<file path="src/design/ipdq_pkg.sv">
`timescale 1ns / 1ps

package ipdq_pkg;

  localparam logic [7:0] CHAR_DOT  = 8'h2E;
  localparam logic [7:0] CHAR_ZERO = 8'h30;
  localparam logic [7:0] CHAR_NINE = 8'h39;

  localparam logic [4:0] LEN_MIN     = 5'd7;
  localparam logic [4:0] LEN_MAX     = 5'd15;
  localparam logic [4:0] LEN_SAT     = 5'd31;
  localparam logic [2:0] DOTS_NEEDED = 3'd3;
  localparam logic [2:0] COUNT_SAT   = 3'd7;
  localparam logic [2:0] DIGITS_MAX  = 3'd3;
  localparam logic [8:0] PART_MAX    = 9'd255;
  localparam logic [8:0] PART_SAT    = 9'd256;

  typedef enum logic [3:0] {
    ST_VALID          = 4'd0,
    ST_BAD_LENGTH     = 4'd1,
    ST_BAD_CHAR       = 4'd2,
    ST_BAD_DOTS       = 4'd3,
    ST_LEADING_DOT    = 4'd4,
    ST_EMPTY_PART     = 4'd5,
    ST_ALL_ZERO       = 4'd6,
    ST_LEADING_ZERO   = 4'd7,
    ST_OVER_255       = 4'd8,
    ST_ZERO_AFTER_DOT = 4'd9,
    ST_LONG_PART      = 4'd10
  } status_t;

  typedef struct packed {
    logic [7:0] char_code;
    logic       last;
  } item_t;

  // The pattern "0.0.0.0": digits at even positions, dots at odd ones.
  function automatic logic [7:0] zero_quad_char(input logic [2:0] idx);
    return idx[0] ? CHAR_DOT : CHAR_ZERO;
  endfunction

endpackage

</file>
<file path="src/design/ipdq_scan.sv">
`timescale 1ns / 1ps

module ipdq_scan (
  input  logic              clk,
  input  logic              rst,
  input  logic              advance,
  input  ipdq_pkg::item_t   item,
  output ipdq_pkg::status_t status_next
);
  import ipdq_pkg::*;

  logic [4:0] length_count, length_count_next;
  logic [2:0] dot_count, dot_count_next;
  logic [7:0] first_byte, first_byte_next;
  logic       prev_was_dot, prev_was_dot_next;
  logic       bad_char_seen, bad_char_seen_next;
  logic       double_dot_seen, double_dot_seen_next;
  logic       zero_after_dot_seen, zero_after_dot_seen_next;
  logic [8:0] part_value, part_value_next;
  logic       over_limit_seen, over_limit_seen_next;
  logic [2:0] part_digit_count, part_digit_count_next;
  logic       long_part_seen, long_part_seen_next;
  logic       all_zero_match, all_zero_match_next;

  logic        is_dot;
  logic        is_digit;
  logic [11:0] part_sum;

  assign is_dot   = (item.char_code == CHAR_DOT);
  assign is_digit = (item.char_code >= CHAR_ZERO) && (item.char_code <= CHAR_NINE);
  // Value times ten plus the digit; the low nibble of an ASCII digit is its value.
  assign part_sum = ({3'b000, part_value} * 12'd10) + {8'h00, item.char_code[3:0]};

  always_comb begin
    length_count_next        = (length_count < LEN_SAT) ? length_count + 5'd1 : length_count;
    first_byte_next          = (length_count == 5'd0) ? item.char_code : first_byte;
    all_zero_match_next      = (length_count < LEN_MIN) ?
        (all_zero_match && (item.char_code == zero_quad_char(length_count[2:0]))) : 1'b0;
    dot_count_next           = dot_count;
    prev_was_dot_next        = 1'b0;
    bad_char_seen_next       = bad_char_seen;
    double_dot_seen_next     = double_dot_seen;
    zero_after_dot_seen_next = zero_after_dot_seen;
    part_value_next          = part_value;
    over_limit_seen_next     = over_limit_seen;
    part_digit_count_next    = part_digit_count;
    long_part_seen_next      = long_part_seen;

    if (is_dot) begin
      double_dot_seen_next  = double_dot_seen || prev_was_dot;
      dot_count_next        = (dot_count < COUNT_SAT) ? dot_count + 3'd1 : dot_count;
      part_value_next       = 9'd0;
      part_digit_count_next = 3'd0;
      prev_was_dot_next     = 1'b1;
    end else if (is_digit) begin
      zero_after_dot_seen_next = zero_after_dot_seen ||
                                 (prev_was_dot && (item.char_code == CHAR_ZERO));
      if (part_sum > {3'b000, PART_MAX}) begin
        part_value_next      = PART_SAT;
        over_limit_seen_next = 1'b1;
      end else begin
        part_value_next = part_sum[8:0];
      end
      part_digit_count_next = (part_digit_count < COUNT_SAT) ?
                              part_digit_count + 3'd1 : part_digit_count;
      // The digit count is judged after this digit is added.
      long_part_seen_next   = long_part_seen || (part_digit_count_next > DIGITS_MAX);
    end else begin
      bad_char_seen_next = 1'b1;
    end
  end

  // Status is taken from the state as it stands after this byte.
  always_comb begin
    if ((length_count_next < LEN_MIN) || (length_count_next > LEN_MAX)) begin
      status_next = ST_BAD_LENGTH;
    end else if (bad_char_seen_next) begin
      status_next = ST_BAD_CHAR;
    end else if (dot_count_next != DOTS_NEEDED) begin
      status_next = ST_BAD_DOTS;
    end else if (first_byte_next == CHAR_DOT) begin
      status_next = ST_LEADING_DOT;
    end else if (double_dot_seen_next || prev_was_dot_next) begin
      status_next = ST_EMPTY_PART;
    end else if ((length_count_next == LEN_MIN) && all_zero_match_next) begin
      status_next = ST_ALL_ZERO;
    end else if (first_byte_next == CHAR_ZERO) begin
      status_next = ST_LEADING_ZERO;
    end else if (over_limit_seen_next) begin
      status_next = ST_OVER_255;
    end else if (zero_after_dot_seen_next) begin
      status_next = ST_ZERO_AFTER_DOT;
    end else if (long_part_seen_next) begin
      status_next = ST_LONG_PART;
    end else begin
      status_next = ST_VALID;
    end
  end

  // The last byte of a string returns everything to the reset state.
  always_ff @(posedge clk) begin
    if (rst || (advance && item.last)) begin
      length_count        <= 5'd0;
      dot_count           <= 3'd0;
      first_byte          <= 8'h00;
      prev_was_dot        <= 1'b0;
      bad_char_seen       <= 1'b0;
      double_dot_seen     <= 1'b0;
      zero_after_dot_seen <= 1'b0;
      part_value          <= 9'd0;
      over_limit_seen     <= 1'b0;
      part_digit_count    <= 3'd0;
      long_part_seen      <= 1'b0;
      all_zero_match      <= 1'b1;
    end else if (advance) begin
      length_count        <= length_count_next;
      dot_count           <= dot_count_next;
      first_byte          <= first_byte_next;
      prev_was_dot        <= prev_was_dot_next;
      bad_char_seen       <= bad_char_seen_next;
      double_dot_seen     <= double_dot_seen_next;
      zero_after_dot_seen <= zero_after_dot_seen_next;
      part_value          <= part_value_next;
      over_limit_seen     <= over_limit_seen_next;
      part_digit_count    <= part_digit_count_next;
      long_part_seen      <= long_part_seen_next;
      all_zero_match      <= all_zero_match_next;
    end
  end

endmodule

</file>
<file path="config.mk">
export PLATFORM = sky130hd
export DESIGN_NAME = ipdq_scan
export DESIGN_NICKNAME = d
export VERILOG_FILES = /design/src/design/ipdq_pkg.sv /design/src/design/ipdq_scan.sv
export SDC_FILE = /design/constraint.sdc
export NUM_CORES = 1
export LEC_CHECK = 0
export BUFFER_PORTS_ARGS = -buffer_cell sky130_fd_sc_hd__buf_4
export CORE_MARGIN = 1
export CORE_UTILIZATION = 50
export DETAILED_ROUTE_END_ITERATION = 10
export GPL_TIMING_DRIVEN = 0
export PLACE_DENSITY = 0.65
export SYNTH_ARGS = -nofsm -noshare
export SYNTH_HDL_FRONTEND = slang
export SYNTH_SLANG_ARGS = --single-unit
</file>
<file path="constraint.sdc">
create_clock -name clk -period 8 [get_ports clk]
set_input_delay 2 -clock clk [delete_from_list [all_inputs] [get_ports clk]]
set_output_delay 2 -clock clk [all_outputs]
set_load 0.005 [all_outputs]
</file>
==> flow_summary.yaml <==
synthesis:
  syn_nets: 326
  synth_ff_type: "dfxtp_1"
  synth.yosys.seq_area_share_pct: 28.93
  synthDistinctLibCells: 58
  synth_edf_count: 0
  synth.yosys.warnings: 0
  synthCells: 291
  ffs_latches_synth: 35
  async_flop_share_pct: 0
  netlist_area_um2: 2422
  syn-mean-instance-area_um2: 8.324
hold_path:
  hold_class: "flop to flop"
  hold_start: "first_byte[5]"
  min_delay_worst_endpoint: "first_byte[5]"
  timing.hold.worst_path_depth: 2
worst_setup_path:
  critPathSlowestCell: "o211ai_1"
  reg2reg_to: "part_value[1]"
  worst_ep_arrival_time_ps: 4480
  max_stage_delay_ps: 440
  cp.buffers_inverters: 2
  register_to_register_setup_slack_ps: 4370
  timing.critical_path.to_type: "primary output"
  worstRegToRegCells: 10
  critPathRequiredTime_ps: 6000
  worst-path-max-fanout: 7
  critical_path.cell_chain: "buf_4 > ha_1 > fa_1 > a21oi_1 > nor4_4 > nor4bb_1 > o211ai_1 > a211oi_1 > a211oi_1 > buf_4"
  critPathKind: "input port to primary output"
  crit_path_start_kind: "input port"
  gate_family_responsible_for_the_most_delay_along_the_worst_path: "compound AO/OA/AOI/OAI gates"
  r2r-start: "part_value[1]"
clock_tree:
  clock_sinks: 35
  clkSlewWorstSetupHoldPaths_ps: 70
  ctsResizeCount: 0
  cts_hold_repair.buffers: 0
  clkLatencyLatePin_ps: 290
  cts_made_buffers: 5
  ctsHtreeMaxLevel: 2
  buffer_count_from_post_cts_setup_fixing: 0
  buffer_type_at_the_clock_tree_root: "clkbuf_8"
  cts_tree: "built"
  maximum_root_to_sink_buffer_count: 2
global_routing:
  global_route.usage.total_pct: 23.59
  grt_start_max_net_pins: 12
  via_count_of_the_first_global_routing_pass: 2053
  antenna_violations_before_repair: 0
  grt.overflow.total: 0
  grt_first_pass_wirelength_um: 9611
sta:
  layout_min_cycle_time_ps: 6476
  slew_headroom_pct: 52.99
  setup_viol: 0
  drv_slew: 0
  rsz0062_at_grt: "false"
  final_clock_skew_ps: 7.090
  hold_viol_final: 0
  maxClockFrequency_mhz: 154.4
  fin_setup_tns_ps: 0
  period_share_pct: 80.96
  worst_hold_slack_across_all_endpoints_ps: 459.4
  worstMarginPinSlew_ps: 695.3
final_layout:
  areaGrowthSynthToFinish_pct: 10.85
  final.fill_count: 460
  design.final.nets: 348
  antennaDiodeCount: 0
  layout_cells_sized_above_1_pct: 9.873
  fin_util_pct: 59.61
placement:
  routabilityCongestion: 0.8384
  half_perimeter_wire_length_after_placement_um: 4216
  io_buffers: 15
route:
  via_count: 2187
  detail_route.wl_per_cell_um: 14.94
  drt_iter0_markers: 175
  post_drt_via_cell_ratio: 5.975
  antenna_left: 0
  drc_errors: 0
  detailedRoute.firstPassIterationCount: 4
  wl_um: 5467
die:
  io_pins: 16
  placeableCoreArea_um2: 4504
  floorplan.die.height_um: 71.61
  die_w_um: 71.61
  initial_core_util_pct: 53.78
  number_of_rows_in_the_core_area: 24
  die_area_um2: 5127
outcome:
  status: "finished clean"
power_and_ir_drop:
  vdd_ir_drop_max_v: 0.0001085
  pwr_density_cell_nw_per_um2: 127.2
  cell_leakage_power_uw: 0.001107
flow_run:
  drv.max_cap_violation_count: 0
-- tightest hold or removal path, stage by stage, from the launching register on --
cell and delay, ps:
dfxtp_1 310, nand2_1 50, a21oi_1 50
-- worst max path at each step --
stage | from | endpoint | cells past startpoint
floorplan | item[2] | status_next[1] | 8
global placement | item[2] | status_next[0] | 10
detailed placement | item[3] | status_next[1] | 10
CTS | item[2] | status_next[0] | 10
global route | item[2] | status_next[3] | 10
finish | item[2] | status_next[3] | 10
-- cell type report --
class | count | area (µm²) | share of cell area, %
Tap cell | 52 | 65.06 | 2.423
Sequential cell | 35 | 700.7 | 26.10
Clock inverter | 2 | 12.51 | 0.4660
Timing Repair Buffer | 15 | 112.6 | 4.194
Clock buffer | 6 | 72.57 | 2.703
Inverter | 8 | 30.03 | 1.118
Buffer | 8 | 30.03 | 1.118
Multi-Input combinational cell | 240 | 1662 | 61.88
-- power breakdown --
part / switching [µW] / internal [µW] / total [µW]
sequential: 2.99 / 178 / 181
clock: 66.6 / 60.9 / 128
combinational: 20.6 / 12.5 / 33.2
total: 90.3 / 251 / 341
-- cell usage after synthesis (2+ instances only) --
cell type | instances | area share, %
dfxtp_1 | 35 | 29
xnor2_1 | 6 | 2.2
or3_1 | 2 | 0.52
xor2_1 | 4 | 1.4
a31oi_1 | 4 | 1.0
o21ai_0 | 12 | 2.5
fa_1 | 2 | 1.7
a21oi_1 | 30 | 6.2
o22ai_1 | 3 | 0.77
and2_1 | 2 | 0.52
nand4b_1 | 3 | 1.1
nand3_1 | 17 | 3.5
nand3b_1 | 4 | 1.2
nand2_1 | 28 | 4.3
a211oi_1 | 4 | 1.2
nand4_1 | 3 | 0.77
nor4_1 | 2 | 0.52
ha_1 | 21 | 11
nor2b_1 | 3 | 0.77
nor3b_1 | 3 | 0.93
nor2_1 | 23 | 3.6
and3_1 | 5 | 1.3
a22oi_1 | 2 | 0.62
a211o_1 | 3 | 1.1
inv_1 | 8 | 1.2
a21boi_0 | 2 | 0.62
or2_1 | 2 | 0.52
clkbuf_1 | 7 | 1.1
and4_1 | 2 | 0.72
a22o_1 | 8 | 2.9
a21o_1 | 3 | 0.93
nor3_1 | 8 | 1.7
nor4b_1 | 4 | 1.4
and4b_1 | 2 | 0.83
-- cells by family after synthesis --
group                    after synthesis  synth area share [%]
flip-flops                            35                 28.93
multiplexers                           1                0.4132
adder cells (fa/ha/maj)               23                 12.50
buffers and inverters                 16                 2.479
AND/OR/NAND/NOR                      121                 28.00
XOR/XNOR                              11                 4.287
AO/OA/AOI/OAI                         84                 23.40
-- placed cells by master, fill, tap and decap left out, drive strengths merged, types with 4 or more instances in the layout --
cell,count
a22o,8
xor2,4
nor3,8
a211oi,4
buf,16
nand3,17
clkbuf,13
a21oi,30
inv,8
ha,21
o21ai,13
nor4b,5
xnor2,7
dfxtp,35
and3,5
nor2,23
nand2,28
nand3b,5
a31oi,4
-- sequential cells by signal, indices dropped and copies added (netlist names), named ones only --
signal,cells
long_part_seen,1
dot_count,3
all_zero_match,1
length_count,5
prev_was_dot,1
first_byte,8
part_value,9
over_limit_seen,1
zero_after_dot_seen,1
bad_char_seen,1
part_digit_count,3
-- routing by layer --
metal  global-route usage [%]  part of all wire [%]  vias to the layer above
met2                    33.02                    40                       50
met4                    6.972                   1.1                        0
met5                        0                     0                        -
li1                         -                     -                     1142
met1                    36.64                    54                      988
met3                    4.079                   4.7                        7
-- per-stage QoR --
step           cells  cell area [µm²]  setup slack [ps]  power, µW
6_report         366             2685              1524      341.5
5_1_grt          366             2685              1307      358.2
4_1_cts          366             2685              1514      343.9
3_5_place_dp     358             2600              1518      217.8
3_3_place_gp     358             2600              1520      217.5
2_1_floorplan    291             2422              2008      203.9
No activity file was read; power rests on OpenSTA's default activity.
